===== config.mk =====
export PLATFORM = sky130hd
export DESIGN_NAME = i2c_eeprom_byte_access_master_flat
export DESIGN_NICKNAME = d
export VERILOG_FILES = /design/src/hdl/i2cee_pkg.sv /design/src/hdl/i2cee_ifs.sv /design/src/hdl/i2cee_in_stage.sv /design/src/hdl/i2cee_seq.sv /design/src/hdl/i2cee_out_stage.sv /design/src/hdl/i2c_eeprom_byte_access_master.sv /design/src/flat_wrapper.sv
export VERILOG_INCLUDE_DIRS = /design/src /design/src/hdl
export SDC_FILE = /design/constraint.sdc
export NUM_CORES = 1
export LEC_CHECK = 0
export BUFFER_PORTS_ARGS = -buffer_cell sky130_fd_sc_hd__buf_2
export CAP_MARGIN = 5
export CELL_PAD_IN_SITES_DETAIL_PLACEMENT = 1
export CELL_PAD_IN_SITES_GLOBAL_PLACEMENT = 1
export CORE_UTILIZATION = 39
export CTS_CLUSTER_SIZE = 30
export DETAILED_ROUTE_END_ITERATION = 12
export PLACE_DENSITY = 0.73
export SETUP_SLACK_MARGIN = 0.5
export SKIP_LAST_GASP = 1
export SLEW_MARGIN = 25
export SYNTH_ARGS = -nofsm -noshare
export SYNTH_HDL_FRONTEND = slang
export SYNTH_SLANG_ARGS = --single-unit

===== constraint.sdc =====
create_clock -name clk -period 7.3 [get_ports clk]
set_input_delay 0.73 -clock clk [delete_from_list [all_inputs] [get_ports clk]]
set_output_delay 0.73 -clock clk [all_outputs]
set_load 0.005 [all_outputs]

===== src/hdl/assert_macros.svh =====
// Assertion macros for the RTL. Each check is clocked on clk and
// disabled while rst is high.
`ifndef ASSERT_MACROS_SVH
`define ASSERT_MACROS_SVH

`ifndef SYNTHESIS

// A condition that must hold at every clock edge.
`define CHECK_ALWAYS(lbl, cond) \
  lbl: assert property (@(posedge clk) disable iff (rst) (cond)) \
    else $error("check failed: condition does not hold");

// A trigger that must be followed by a condition in the next cycle.
`define CHECK_NEXT(lbl, trig, cond) \
  lbl: assert property (@(posedge clk) disable iff (rst) (trig) |=> (cond)) \
    else $error("check failed: condition missing one cycle later");

`else

`define CHECK_ALWAYS(lbl, cond)
`define CHECK_NEXT(lbl, trig, cond)

`endif

`endif


===== src/hdl/i2cee_pkg.sv =====
`timescale 1ns / 1ps

package i2cee_pkg;

  // Field widths of the items.
  localparam int CMD_W    = 2;
  localparam int BADDR_W  = 16;
  localparam int BYTE_W   = 8;
  localparam int STATUS_W = 2;
  localparam int CFG_IDX_W  = 2;
  localparam int CFG_DATA_W = 16;

  localparam int ADDR_WIDTH_DEFAULT = 16;

  // Command codes.
  localparam logic [CMD_W-1:0] CMD_NONE  = 2'd0;
  localparam logic [CMD_W-1:0] CMD_READ  = 2'd1;
  localparam logic [CMD_W-1:0] CMD_WRITE = 2'd2;

  // Status codes.
  localparam logic [STATUS_W-1:0] STATUS_OK    = 2'd0;
  localparam logic [STATUS_W-1:0] STATUS_RANGE = 2'd1;
  localparam logic [STATUS_W-1:0] STATUS_BUSY  = 2'd2;

  // Configuration register indexes.
  localparam logic [CFG_IDX_W-1:0] REG_TWO_BYTE     = 2'd0;
  localparam logic [CFG_IDX_W-1:0] REG_LAST_ADDRESS = 2'd1;
  localparam logic [CFG_IDX_W-1:0] REG_WRITE_WAIT   = 2'd2;

  // Configuration reset values.
  localparam logic              TWO_BYTE_RESET   = 1'b1;
  localparam logic [15:0]       LAST_ADDR_RESET  = 16'd32767;
  localparam logic [15:0]       WRITE_WAIT_RESET = 16'd4000;

  // Device select bytes.
  localparam logic [7:0] DEV_WRITE = 8'hA0;
  localparam logic [7:0] DEV_READ  = 8'hA1;

  // Segment slots of an access. Slots 4 and up differ between read and write.
  localparam logic [2:0] SLOT_START  = 3'd0;
  localparam logic [2:0] SLOT_DEV    = 3'd1;
  localparam logic [2:0] SLOT_HI     = 3'd2;
  localparam logic [2:0] SLOT_LO     = 3'd3;
  localparam logic [2:0] SLOT_FOUR   = 3'd4;
  localparam logic [2:0] SLOT_FIVE   = 3'd5;
  localparam logic [2:0] SLOT_RBYTE  = 3'd6;
  localparam logic [2:0] SLOT_RSTOP  = 3'd7;

  // Bit counter value of the acknowledge slot of a byte.
  localparam logic [3:0] ACK_BIT = 4'd8;

  typedef enum logic [1:0] {
    KIND_IDLE  = 2'd0,
    KIND_READ  = 2'd1,
    KIND_WRITE = 2'd2,
    KIND_WAIT  = 2'd3
  } kind_t;

  typedef enum logic [1:0] {
    SEG_START = 2'd0,
    SEG_WBYTE = 2'd1,
    SEG_RBYTE = 2'd2,
    SEG_STOP  = 2'd3
  } seg_kind_t;

  typedef struct packed {
    logic [CMD_W-1:0]   cmd;
    logic [BADDR_W-1:0] byte_address;
    logic [BYTE_W-1:0]  write_byte;
    logic               sda_sample;
  } tick_item_t;

  typedef struct packed {
    logic                scl_out;
    logic                sda_drive;
    logic                busy_res;
    logic                done_res;
    logic [BYTE_W-1:0]   read_byte;
    logic [STATUS_W-1:0] status;
  } result_item_t;

  typedef struct packed {
    logic        two_byte_address;
    logic [15:0] last_address;
    logic [15:0] write_wait_ticks;
  } cfg_t;

  // Segment type at a slot of a read or a write access.
  function automatic seg_kind_t seg_of(logic [2:0] slot, logic is_read);
    seg_kind_t s;
    s = SEG_WBYTE;
    case (slot)
      SLOT_START: s = SEG_START;
      SLOT_FOUR:  s = is_read ? SEG_START : SEG_WBYTE;
      SLOT_FIVE:  s = is_read ? SEG_WBYTE : SEG_STOP;
      SLOT_RBYTE: s = SEG_RBYTE;
      SLOT_RSTOP: s = SEG_STOP;
      default:    s = SEG_WBYTE;
    endcase
    return s;
  endfunction

endpackage


===== src/hdl/i2cee_ifs.sv =====
`timescale 1ns / 1ps

// Channel carrying one tick item toward the master.
interface i2cee_tick_if;
  logic                           valid;
  logic                           ready;
  logic [i2cee_pkg::CMD_W-1:0]    cmd;
  logic [i2cee_pkg::BADDR_W-1:0]  byte_address;
  logic [i2cee_pkg::BYTE_W-1:0]   write_byte;
  logic                           sda_sample;

  modport source (output valid, cmd, byte_address, write_byte, sda_sample, input ready);
  modport sink   (input valid, cmd, byte_address, write_byte, sda_sample, output ready);
endinterface

// Channel carrying one result item away from the master.
interface i2cee_result_if;
  logic                            valid;
  logic                            ready;
  logic                            scl_out;
  logic                            sda_drive;
  logic                            busy_res;
  logic                            done_res;
  logic [i2cee_pkg::BYTE_W-1:0]    read_byte;
  logic [i2cee_pkg::STATUS_W-1:0]  status;

  modport source (output valid, scl_out, sda_drive, busy_res, done_res, read_byte, status,
                  input ready);
  modport sink   (input valid, scl_out, sda_drive, busy_res, done_res, read_byte, status,
                  output ready);
endinterface


===== src/hdl/i2cee_in_stage.sv =====
`timescale 1ns / 1ps

module i2cee_in_stage (
  input  logic                  clk,
  input  logic                  rst,
  i2cee_tick_if.sink            tick,
  input  logic                  advance,
  output logic                  item_valid,
  output i2cee_pkg::tick_item_t item
);

  i2cee_pkg::tick_item_t held;
  logic                  valid;

  // A new item may enter when the register is empty or drains this cycle.
  assign tick.ready = !valid || advance;

  always_ff @(posedge clk) begin
    if (rst) begin
      valid <= 1'b0;
    end else if (tick.ready) begin
      valid <= tick.valid;
    end
  end

  always_ff @(posedge clk) begin
    if (tick.valid && tick.ready) begin
      held.cmd          <= tick.cmd;
      held.byte_address <= tick.byte_address;
      held.write_byte   <= tick.write_byte;
      held.sda_sample   <= tick.sda_sample;
    end
  end

  assign item_valid = valid;
  assign item       = held;

endmodule


===== src/hdl/i2cee_seq.sv =====
`timescale 1ns / 1ps

module i2cee_seq #(
  parameter int ADDR_WIDTH = i2cee_pkg::ADDR_WIDTH_DEFAULT
) (
  input  logic                    clk,
  input  logic                    rst,
  input  logic                    fire,
  input  i2cee_pkg::tick_item_t   item,
  input  i2cee_pkg::cfg_t         cfg,
  output i2cee_pkg::result_item_t result
);

  // Sequencer state.
  i2cee_pkg::kind_t       kind, kind_next;
  logic [2:0]             slot, slot_next;
  logic [3:0]             bitc, bitc_next;
  logic [1:0]             ph, ph_next;
  logic [ADDR_WIDTH-1:0]  held_address, cur_address;
  logic [7:0]             held_byte, cur_byte;
  logic                   held_two, cur_two;
  logic [7:0]             shift_in, cur_shift, shift_next;
  logic [15:0]            wait_counter, wait_next;
  logic                   scl, scl_next, sda, sda_next;
  logic [7:0]             last_read, last_read_next;

  // Working values of the current tick.
  i2cee_pkg::kind_t       cur_kind;
  logic [2:0]             cur_slot;
  logic [3:0]             cur_bitc;
  logic [1:0]             cur_ph;
  logic                   start_ok;
  logic [1:0]             status;
  logic                   is_cmd;
  logic                   in_range;
  logic                   active;
  logic                   is_read;
  i2cee_pkg::seg_kind_t   seg;
  logic [7:0]             seg_value;
  logic [15:0]            addr16;
  logic                   seg_last;
  logic                   seq_end;
  logic [2:0]             slot_after;
  logic                   done;

  // Command acceptance and range check.
  always_comb begin
    is_cmd   = (item.cmd == i2cee_pkg::CMD_READ) || (item.cmd == i2cee_pkg::CMD_WRITE);
    in_range = (item.byte_address <= cfg.last_address) &&
               ((item.byte_address >> ADDR_WIDTH) == '0);
    start_ok = 1'b0;
    status   = i2cee_pkg::STATUS_OK;
    if (is_cmd) begin
      if (kind != i2cee_pkg::KIND_IDLE) begin
        status = i2cee_pkg::STATUS_BUSY;
      end else if (!in_range) begin
        status = i2cee_pkg::STATUS_RANGE;
      end else begin
        start_ok = 1'b1;
      end
    end
  end

  // State as seen by this tick's pin action.
  always_comb begin
    if (start_ok) begin
      cur_kind    = (item.cmd == i2cee_pkg::CMD_READ) ? i2cee_pkg::KIND_READ
                                                      : i2cee_pkg::KIND_WRITE;
      cur_address = item.byte_address[ADDR_WIDTH-1:0];
      cur_byte    = item.write_byte;
      cur_two     = cfg.two_byte_address;
      cur_shift   = '0;
      cur_slot    = i2cee_pkg::SLOT_START;
      cur_bitc    = '0;
      cur_ph      = '0;
    end else begin
      cur_kind    = kind;
      cur_address = held_address;
      cur_byte    = held_byte;
      cur_two     = held_two;
      cur_shift   = shift_in;
      cur_slot    = slot;
      cur_bitc    = bitc;
      cur_ph      = ph;
    end
  end

  // Segment at the current slot and the byte it sends.
  always_comb begin
    active  = (cur_kind == i2cee_pkg::KIND_READ) || (cur_kind == i2cee_pkg::KIND_WRITE);
    is_read = (cur_kind == i2cee_pkg::KIND_READ);
    seg     = i2cee_pkg::seg_of(cur_slot, is_read);
    addr16  = 16'(cur_address);
    case (cur_slot)
      i2cee_pkg::SLOT_DEV:  seg_value = i2cee_pkg::DEV_WRITE;
      i2cee_pkg::SLOT_HI:   seg_value = addr16[15:8];
      i2cee_pkg::SLOT_LO:   seg_value = addr16[7:0];
      i2cee_pkg::SLOT_FOUR: seg_value = cur_byte;
      i2cee_pkg::SLOT_FIVE: seg_value = i2cee_pkg::DEV_READ;
      default:              seg_value = '0;
    endcase
  end

  // Pin action of this tick.
  always_comb begin
    scl_next   = scl;
    sda_next   = sda;
    shift_next = cur_shift;
    seg_last   = 1'b0;
    if (active) begin
      unique case (seg)
        i2cee_pkg::SEG_START: begin
          case (cur_ph)
            2'd0: sda_next = 1'b1;
            2'd1: scl_next = 1'b1;
            2'd2: sda_next = 1'b0;
            default: begin
              scl_next = 1'b0;
              seg_last = 1'b1;
            end
          endcase
        end
        i2cee_pkg::SEG_STOP: begin
          case (cur_ph)
            2'd0: sda_next = 1'b0;
            2'd1: scl_next = 1'b1;
            default: begin
              sda_next = 1'b1;
              seg_last = 1'b1;
            end
          endcase
        end
        default: begin
          if (cur_bitc == i2cee_pkg::ACK_BIT) begin
            // Acknowledge slot: SDA released, one clock pulse.
            case (cur_ph)
              2'd0: sda_next = 1'b1;
              2'd1: scl_next = 1'b1;
              default: begin
                scl_next = 1'b0;
                seg_last = 1'b1;
              end
            endcase
          end else if (seg == i2cee_pkg::SEG_WBYTE) begin
            case (cur_ph)
              2'd0:    sda_next = seg_value[~cur_bitc[2:0]];
              2'd1:    scl_next = 1'b1;
              default: scl_next = 1'b0;
            endcase
          end else begin
            case (cur_ph)
              2'd0: scl_next = 1'b1;
              2'd1: begin
                sda_next   = 1'b1;
                shift_next = {cur_shift[6:0], item.sda_sample};
              end
              default: scl_next = 1'b0;
            endcase
          end
        end
      endcase
    end
  end

  // Step counters and the access kind.
  always_comb begin
    if (cur_slot == i2cee_pkg::SLOT_DEV && !cur_two) begin
      slot_after = i2cee_pkg::SLOT_LO;
    end else begin
      slot_after = cur_slot + 3'd1;
    end
    seq_end = seg_last && (seg == i2cee_pkg::SEG_STOP);

    slot_next      = cur_slot;
    bitc_next      = cur_bitc;
    ph_next        = cur_ph;
    kind_next      = cur_kind;
    wait_next      = wait_counter;
    last_read_next = last_read;
    done           = 1'b0;

    if (active) begin
      if (seg_last) begin
        slot_next = seq_end ? i2cee_pkg::SLOT_START : slot_after;
        bitc_next = '0;
        ph_next   = '0;
      end else if (seg != i2cee_pkg::SEG_START && seg != i2cee_pkg::SEG_STOP &&
                   cur_ph == 2'd2) begin
        bitc_next = cur_bitc + 4'd1;
        ph_next   = '0;
      end else begin
        ph_next = cur_ph + 2'd1;
      end
    end

    unique case (cur_kind)
      i2cee_pkg::KIND_IDLE: begin
        kind_next = i2cee_pkg::KIND_IDLE;
      end
      i2cee_pkg::KIND_READ: begin
        if (seq_end) begin
          last_read_next = shift_next;
          kind_next      = i2cee_pkg::KIND_IDLE;
          done           = 1'b1;
        end
      end
      i2cee_pkg::KIND_WRITE: begin
        if (seq_end) begin
          if (cfg.write_wait_ticks == '0) begin
            kind_next = i2cee_pkg::KIND_IDLE;
            done      = 1'b1;
          end else begin
            wait_next = cfg.write_wait_ticks;
            kind_next = i2cee_pkg::KIND_WAIT;
          end
        end
      end
      default: begin
        wait_next = wait_counter - 16'd1;
        if (wait_next == '0) begin
          kind_next = i2cee_pkg::KIND_IDLE;
          done      = 1'b1;
        end
      end
    endcase
  end

  // Control state.
  always_ff @(posedge clk) begin
    if (rst) begin
      kind      <= i2cee_pkg::KIND_IDLE;
      slot      <= i2cee_pkg::SLOT_START;
      bitc      <= '0;
      ph        <= '0;
      scl       <= 1'b1;
      sda       <= 1'b1;
      last_read <= '0;
      wait_counter <= '0;
    end else if (fire) begin
      kind      <= kind_next;
      slot      <= slot_next;
      bitc      <= bitc_next;
      ph        <= ph_next;
      scl       <= scl_next;
      sda       <= sda_next;
      last_read <= last_read_next;
      wait_counter <= wait_next;
    end
  end

  // Held request and read shift register.
  always_ff @(posedge clk) begin
    if (fire) begin
      held_address <= cur_address;
      held_byte    <= cur_byte;
      held_two     <= cur_two;
      shift_in     <= shift_next;
    end
  end

  always_comb begin
    result.scl_out   = scl_next;
    result.sda_drive = sda_next;
    result.busy_res  = (kind_next != i2cee_pkg::KIND_IDLE);
    result.done_res  = done;
    result.read_byte = last_read_next;
    result.status    = status;
  end

endmodule


===== src/hdl/i2cee_out_stage.sv =====
`timescale 1ns / 1ps

module i2cee_out_stage (
  input  logic                    clk,
  input  logic                    rst,
  input  logic                    load,
  input  i2cee_pkg::result_item_t item,
  output logic                    can_load,
  i2cee_result_if.source          result
);

  i2cee_pkg::result_item_t held;
  logic                    valid;

  // The register takes a new item when empty or being read this cycle.
  assign can_load = !valid || result.ready;

  always_ff @(posedge clk) begin
    if (rst) begin
      valid <= 1'b0;
    end else if (can_load) begin
      valid <= load;
    end
  end

  always_ff @(posedge clk) begin
    if (load) begin
      held <= item;
    end
  end

  assign result.valid     = valid;
  assign result.scl_out   = held.scl_out;
  assign result.sda_drive = held.sda_drive;
  assign result.busy_res  = held.busy_res;
  assign result.done_res  = held.done_res;
  assign result.read_byte = held.read_byte;
  assign result.status    = held.status;

endmodule


===== src/hdl/i2c_eeprom_byte_access_master.sv =====
`timescale 1ns / 1ps
// Channel   Role    Payload
// tick      sink    cmd, byte_address, write_byte, sda_sample
// result    source  scl_out, sda_drive, busy_res, done_res, read_byte, status
// cfg       write   cfg_write, cfg_index, cfg_data
//
// One item per clock while results are taken: each tick passes an input
// register, the sequencer logic and a result register.
// Throughput is set by the sequencer update, which handles one tick a cycle.
// Reset is synchronous; it idles the bus with SCL and SDA released high.
// A stalled result holds the pipeline; no item is dropped or repeated.

`include "assert_macros.svh"

module i2c_eeprom_byte_access_master #(
  parameter int ADDR_WIDTH = i2cee_pkg::ADDR_WIDTH_DEFAULT
) (
  input  logic                              clk,
  input  logic                              rst,
  i2cee_tick_if.sink                        tick,
  i2cee_result_if.source                    result,
  input  logic                              cfg_write,
  input  logic [i2cee_pkg::CFG_IDX_W-1:0]   cfg_index,
  input  logic [i2cee_pkg::CFG_DATA_W-1:0]  cfg_data
);

  i2cee_pkg::cfg_t         cfg;
  i2cee_pkg::tick_item_t   item;
  i2cee_pkg::result_item_t res_item;
  logic                    item_valid;
  logic                    can_load;
  logic                    fire;

  // Configuration registers.
  always_ff @(posedge clk) begin
    if (rst) begin
      cfg.two_byte_address <= i2cee_pkg::TWO_BYTE_RESET;
      cfg.last_address     <= i2cee_pkg::LAST_ADDR_RESET;
      cfg.write_wait_ticks <= i2cee_pkg::WRITE_WAIT_RESET;
    end else if (cfg_write) begin
      unique case (cfg_index)
        i2cee_pkg::REG_TWO_BYTE:     cfg.two_byte_address <= cfg_data[0];
        i2cee_pkg::REG_LAST_ADDRESS: cfg.last_address     <= cfg_data;
        i2cee_pkg::REG_WRITE_WAIT:   cfg.write_wait_ticks <= cfg_data;
        default: ;
      endcase
    end
  end

  // A tick is processed when it is held and the result register can take it.
  assign fire = item_valid && can_load;

  i2cee_in_stage u_in (
    .clk        (clk),
    .rst        (rst),
    .tick       (tick),
    .advance    (fire),
    .item_valid (item_valid),
    .item       (item)
  );

  i2cee_seq #(
    .ADDR_WIDTH (ADDR_WIDTH)
  ) u_seq (
    .clk    (clk),
    .rst    (rst),
    .fire   (fire),
    .item   (item),
    .cfg    (cfg),
    .result (res_item)
  );

  i2cee_out_stage u_out (
    .clk      (clk),
    .rst      (rst),
    .load     (fire),
    .item     (res_item),
    .can_load (can_load),
    .result   (result)
  );

  // An accepted tick is held in the input register on the next cycle.
  `CHECK_NEXT(a_tick_held, tick.valid && tick.ready, item_valid)
  // A processed tick always leaves a result waiting.
  `CHECK_NEXT(a_result_loaded, fire, result.valid)
  // A completing access never reports itself busy.
  `CHECK_ALWAYS(a_done_not_busy, !(fire && res_item.done_res && res_item.busy_res))
  // A held tick that cannot drain stays held.
  `CHECK_NEXT(a_stall_holds, item_valid && !fire, item_valid)

endmodule


===== src/flat_wrapper.sv =====
// flat-port wrapper written by rule: the top's interface ports become plain ports
module i2c_eeprom_byte_access_master_flat 
#(
  parameter int ADDR_WIDTH = i2cee_pkg::ADDR_WIDTH_DEFAULT
)
  (clk, rst, cfg_write, cfg_index, cfg_data, tick_valid, tick_cmd, tick_byte_address, tick_write_byte, tick_sda_sample, tick_ready, result_valid, result_scl_out, result_sda_drive, result_busy_res, result_done_res, result_read_byte, result_status, result_ready);
  i2cee_tick_if tick_i ();
  i2cee_result_if result_i ();
  input  logic clk;
  input  logic rst;
  input  logic cfg_write;
  input  logic [i2cee_pkg::CFG_IDX_W-1:0] cfg_index;
  input  logic [i2cee_pkg::CFG_DATA_W-1:0] cfg_data;
  input wire logic [$bits(tick_i.valid)-1:0] tick_valid;
  input wire logic [$bits(tick_i.cmd)-1:0] tick_cmd;
  input wire logic [$bits(tick_i.byte_address)-1:0] tick_byte_address;
  input wire logic [$bits(tick_i.write_byte)-1:0] tick_write_byte;
  input wire logic [$bits(tick_i.sda_sample)-1:0] tick_sda_sample;
  output wire logic [$bits(tick_i.ready)-1:0] tick_ready;
  output wire logic [$bits(result_i.valid)-1:0] result_valid;
  output wire logic [$bits(result_i.scl_out)-1:0] result_scl_out;
  output wire logic [$bits(result_i.sda_drive)-1:0] result_sda_drive;
  output wire logic [$bits(result_i.busy_res)-1:0] result_busy_res;
  output wire logic [$bits(result_i.done_res)-1:0] result_done_res;
  output wire logic [$bits(result_i.read_byte)-1:0] result_read_byte;
  output wire logic [$bits(result_i.status)-1:0] result_status;
  input wire logic [$bits(result_i.ready)-1:0] result_ready;
  assign tick_i.valid = tick_valid;
  assign tick_i.cmd = tick_cmd;
  assign tick_i.byte_address = tick_byte_address;
  assign tick_i.write_byte = tick_write_byte;
  assign tick_i.sda_sample = tick_sda_sample;
  assign tick_ready = tick_i.ready;
  assign result_valid = result_i.valid;
  assign result_scl_out = result_i.scl_out;
  assign result_sda_drive = result_i.sda_drive;
  assign result_busy_res = result_i.busy_res;
  assign result_done_res = result_i.done_res;
  assign result_read_byte = result_i.read_byte;
  assign result_status = result_i.status;
  assign result_i.ready = result_ready;
  i2c_eeprom_byte_access_master #(.ADDR_WIDTH(ADDR_WIDTH)) u_core (.clk(clk), .rst(rst), .tick(tick_i), .result(result_i), .cfg_write(cfg_write), .cfg_index(cfg_index), .cfg_data(cfg_data));
endmodule

# After elaboration in Yosys (flattened, before gate mapping)
# Cells that the tools add are included.
# classes
n_mux	72
bitwise_logic	3
n_addsub	4
eq_ne	21
n_lt_le_gt_ge	2
n_reduce_logical	33
# ops
cell	n
2-to-1 mux 8 bit	9
2-to-1 mux 16 bit	3
one-hot mux 8 bit (5 select lines)	1
logical NOT 16 bit	2
one-hot mux 16 bit (2 select lines)	1
2-to-1 mux 1 bit	25
2-to-1 mux 2 bit	12
<= comparator 16 bit	1
2-to-1 mux 4 bit	4
one-hot mux 1 bit (2 select lines)	8
subtractor 16 x 1 -> 16 bit, second input constant	1
2-to-1 mux 3 bit	5
equality test 3 bit, second input constant	4
equality test 2 x 1 -> 1 bit, second input constant	5
equality test 2 bit, second input constant	5
one-hot mux 2 bit (5 select lines)	1
OR reduction 2 bit	5
logical NOT 2 bit	4
equality test 3 x 2 -> 1 bit, second input constant	2
logical AND 1 bit	6
!= test 2 bit, second input constant	3
one-hot mux 2 bit (3 select lines)	1
AND reduction 2 bit	3
nonzero test 2 bit	3
other kinds (15)	21
# word_totals
wordCells	163
ff_bits	146
out_inout_bits	16

# Longest topological paths before layout
# logic_depth
depth_word	15
mapped_depth	26
ltp_nobuf	23

# Hierarchy
# A second synthesis with hierarchy kept.
# hier_totals
hier_cells	787
hier_area_um2	7633.6
# by_module_without_submodules
mod	instances	cells_per_inst	seq_area_each_um2	area_per_inst_um2
i2cee_seq	1	598	1731.7	4926.0
i2c_eeprom_byte_access_master	1	139	660.6	1375.1
i2cee_in_stage	1	32	830.8	865.8
i2cee_out_stage	1	18	440.4	466.7

# Worst setup path before layout
# OpenSTA, ideal clock, no wires.
# synth_path
path_kind	reg-to-reg
startpoint	register u_core.u_in.held (netlist bit u_core.u_in.item[24])
endpoint	register u_core.u_seq.wait_counter[0]
setup_slack_ns	2.047
path_stages_with_launch	24
synth_period_minus_slack_ns	5.253
t_required_ns	7.178
arrival_ns	5.131
path_buffers	5
setup_time_ns	0.122
path_cell_list	edfxtp_1 ha_1 nand4_2 nor4_2 a21bo_2 and3_1 buf_6 nor2_1 buf_2 nand2_1 ha_1 clkbuf_1 a21o_1 a211o_1 ha_1 clkbuf_1 nand2b_1 a21o_1 o211ai_1 nor2_1 a31oi_4 or2_1 buf_6 o311a_1
# synth_via
elab_chain_cells	14
elab_cells_between_ends	40
# synth_lines
element	line_no	text
from (decl)	i2cee_in_stage.sv:12	i2cee_pkg::tick_item_t held;
<= comparator 16 bit *	i2cee_seq.sv:49	in_range = (item.byte_address <= cfg.last_address) &&
2-to-1 mux 1 bit *	i2cee_seq.sv:56	end else if (!in_range) begin
2-to-1 mux 1 bit *	i2cee_seq.sv:54	if (kind != i2cee_pkg::KIND_IDLE) begin
2-to-1 mux 1 bit *	i2cee_seq.sv:53	if (is_cmd) begin
2-to-1 mux 2 bit	i2cee_seq.sv:66	if (start_ok) begin
equality test 2 x 1 -> 1 bit, or another cell as far along	i2cee_seq.sv:90, i2cee_seq.sv:91, i2cee_seq.sv:196	
2-to-1 mux 1 bit, or another cell as far along	i2cee_pkg.sv:94	SLOT_FOUR: s = is_read ? SEG_START : SEG_WBYTE;
one-hot mux 2 bit (5 select lines) or 2-to-1 mux 1 bit (tied branches)	i2cee_pkg.sv:92, i2cee_seq.sv:124, i2cee_seq.sv:136	
equality test 2 bit, or another cell as far along	i2cee_seq.sv:111, i2cee_seq.sv:172	
one-hot mux 1 bit (2 select lines)	i2cee_seq.sv:111	unique case (seg)
2-to-1 mux 1 bit	i2cee_seq.sv:110	if (active) begin
logical AND 1 bit	i2cee_seq.sv:172	seq_end = seg_last && (seg == i2cee_pkg::SEG_STOP);
!= test 2 bit (no source line)	--	
AND reduction 4 bit (no source line)	--	
to (signal assigned)	i2cee_seq.sv:247	wait_counter <= wait_next;
to (decl)	i2cee_seq.sv:23	logic [15:0] wait_counter, wait_next;
# Every way passes the cells marked *; elsewhere a longest branch is shown, timed or not.
# A chain may end at the register's enable or synchronous reset.

# Worst setup path after layout
# layout_path
startpoint	register u_core.u_in.held (netlist bit u_core.u_in.item[24])
endpoint	register u_core.u_seq.wait_counter[2]
# The elaborated chain is that of the path after synthesis.

==> impl_results.md <==
- Commonest non-fill, non-tap cells in the layout: nand2_1 (163), edfxtp_1 (74), dfxtp_1 (72)
- CP cell instances: ha_1 -> nand4_2 -> nor4_2 -> nand4_1 -> nor2_1 -> nor2_2 -> buf_4 -> nand2_1 -> inv_1 -> ha_1 -> a21o_1 -> a211o_1 -> ha_1 -> nand2b_1 -> a21o_1 -> o211ai_1 -> nor2_1 -> a31oi_4 -> or2_1 -> o32ai_1
- Reg-to-Reg Start: u_core.u_in.item[24]
- Leakage: 3.47 nW
- RSZ-0062 raised after global routing: no
- Placed cell areas: 7920 sq um
- Syn Nets: 895
- # fillers: 2155
- Number of synthesized flops with an enable pin: 74
- Starting DRT DRC Count: approximately 420
- Post-Route WL: 20.4 mm
- Register area share after synthesis: between 40% and 50%
- Post-DR vias/cell: between 5 and 6
- Startpoint types: register
- Fmax: 165 MHz
- Vias in the first global route: 6109
- Pre-CTS setup slack: between 1 and 1.5 ns
- Final worst path period share: between 80% and 90%
- Post-Syn Area per Cell: 9.14 sq um
- Post-route antenna net violation count: 0
- DRC: 0
- Critical path's top delay family: simple AND/OR/NAND/NOR gates
- Die width: 140 um
- Final instance area: 8490 sq um
- First-pass DRT Iterations: 7
- Delay of the slowest critical-path stage: 0.56 ns
- WP data arrival: 6.33 ns
- # Post-CTS Setup Buffers: 0
- Nets: 942
- Die area: between 15000 and 20000 sq um
- Bufs and invs on worst path: 2
- H-Tree Depth: 4
- Number of diodes: 0
- Number of buffers inserted by port buffering: 65
- Crit path max fanout: 37
- Most frequent CP cell: ha_1
- Main synth FF type: edfxtp_1
- Actual slew at the worst max-slew pin: roughly 1.0 ns
- Setup TNS: 0 ns
- Area grow syn2layout: 14.2%
- Final slew viol count: 0
- Min Clock Period, post-route: 6.05 ns
- Initial core utilization: 39.7%
- Critical Path RT: approximately 7.6 ns
- Area occupied by multi-input gates: between 3000 and 4000 sq um
- Die height: 140 um
- Worst hold path type: reg2reg
- Commonest non-fill, non-tap cell in the layout: nand2_1
- Max-cap violations: 0
- Layout cells sized above 1: ~14%
- Hold Startpoint: u_core.cfg[31]
- CTS Buf Count: 17
- Clock Sinks: 146
- I/O pin cnt: 66
- PostCTS Resize Cnt: 0
- TritonCTS clock tree: done
- Worst slew margin: 32.3%
- Row Count: 50
- Status: completed
- CTS Hold Bufs: 0
- Worst setup path class: reg2reg
- YS warnings: 0
- Worst Skew: 0.00790 ns
- Initial antenna violation count: 0
- Pwr dens: between 200 and 250 nW/um^2
- Total power draw: roughly 2.1 mW
- Cell area after synthesis: 7430 sq um
- First-pass GRT wire length: 32.7 mm
- Post-detail-place hpwl: 14.1 mm
- Slowest CP cell: or2_1
- Share of flip-flops with an asynchronous set or reset: 0%
- Register Area: 3660 sq um
- CORE AREA: 18700 sq um
- Placer Congestion: between 0.8 and 0.9
- Unique cell type count in the Yosys netlist: 63
- Synthesized instance count: 813
- Setup Viol. Count Final: 0
- Clk pin slew, worst setup/hold paths: 0.06 ns
- Crit end category: register
- Max VDD drop: 163 uV
- Crit. Startpoint: u_core.u_in.item[24]
- Largest net degree at the start of global routing: roughly 60
- Worst setup margin: 1.25 ns
- Bufs on Longest Clock Path: 2
- GRT overflow: 0
- Clk_lat worst skew: 0.42 ns
- GRT Resource Usage Total: 21.4%
- Routed WL per cell: 18.5 um
- Flops & latches, synth: 146
- Final hold vios: 0
- Vias post-DR: 6179
- Clk root buf: clkbuf_16
-- through the flow --
stage / utilization (%) / instances / hold slack (ns)
finish: 45.4 / 1107 / 0.466
global route: 45.4 / 1107 / 0.465
CTS: 45.3 / 1107 / 0.466
detailed placement: 42.4 / 1075 / 0.458
global placement: 42.4 / 1075 / 0.448
floorplan: - / 813 / 0.436
-- power by group --
part | switching (mW) | internal [mW]
clock network | 0.356 | 0.476
registers | 0.0270 | 0.909
logic | 0.186 | 0.0959
-- final timing paths --
path	to	slack (ns)	cells after the start
setup / recovery	u_core.u_seq.wait_counter[2]	1.25	20
hold / removal	u_core.cfg[31]	0.47	2
setup reg to reg	u_core.u_seq.wait_counter[2]	1.25	20
hold reg to reg	u_core.cfg[31]	0.47	2
-- metal layers --
layer	GRT usage (%)	share of wire (%)	up-vias
met5	0	0	-
met4	4.97	0.84	0
met3	3.62	3.0	9
met2	35.1	47	121
met1	29.4	49	3025
li1	-	-	3024
-- synth_stat cells, types with 5 or more instances --
library cell / n / area share [%]
a211oi_1: 7 / 0.71
a21oi_1: 59 / 4.0
a31oi_1: 7 / 0.59
and2_1: 5 / 0.42
and3_1: 7 / 0.59
clkbuf_1: 35 / 1.8
dfxtp_1: 72 / 19
edfxtp_1: 74 / 30
ha_1: 32 / 5.4
inv_1: 43 / 2.2
mux2_2: 5 / 0.76
mux2i_1: 15 / 2.0
nand2_1: 163 / 8.2
nand3_1: 28 / 1.9
nand3b_1: 5 / 0.51
nand4_1: 7 / 0.59
nor2_1: 57 / 2.9
nor2b_1: 7 / 0.59
nor3_1: 18 / 1.2
nor3b_1: 5 / 0.51
nor4_1: 15 / 1.3
o211ai_1: 16 / 1.6
o21ai_0: 31 / 2.1
o311ai_0: 14 / 1.7
o31ai_1: 13 / 1.3
or3_1: 5 / 0.42
-- registers in the layout, indices dropped and copies added, names as in the netlist, 2 cells and up --
signal and flops:
u_core.u_seq.bitc 4, u_core.u_in.item 27, u_core.u_seq.kind 2, u_core.u_seq.ph 2, u_core.u_out.result.read_byte 8, u_core.u_seq.held_address 16, u_core.u_seq.slot 3, u_core.u_seq.shift_in 8
u_core.u_seq.last_read 8, u_core.u_out.result.status 2, u_core.u_seq.held_byte 8, u_core.u_seq.wait_counter 16, u_core.cfg 33
-- worst register-to-register path, stage by stage, from the launching register on --
cell and delay [ns]:
edfxtp_1 0.42, ha_1 0.36, nand4_2 0.17, nor4_2 0.35, nand4_1 0.24, nor2_1 0.48, nor2_2 0.04, buf_4 0.26
nand2_1 0.20, inv_1 0.09, ha_1 0.30, a21o_1 0.21, a211o_1 0.32, ha_1 0.37, nand2b_1 0.26, a21o_1 0.19
o211ai_1 0.24, nor2_1 0.18, a31oi_4 0.48, or2_1 0.57, o32ai_1 0.17
-- cell families (layout without fill, tap and decap cells) --
kind of cell | Yosys count | in the layout | synth area share, %
xor+xnor | 2 | 2 | 0.236
simple gates | 339 | 339 | 21.0
buf+inv | 89 | 149 | 4.87
fa+ha+maj | 32 | 32 | 5.39
mux | 20 | 20 | 2.78
flops | 146 | 146 | 49.3
compound gates | 185 | 185 | 16.4
-- area by class of cell --
type	count	share of cell area [%]
tap	234	3.45
inverter	43	1.90
clock buffer	21	5.69
multi-input combinational	578	40.3
timing repair buffer	74	4.63
sequential	146	43.2
clock inverter	11	0.870
No activity file was read; power rests on OpenSTA's default activity.
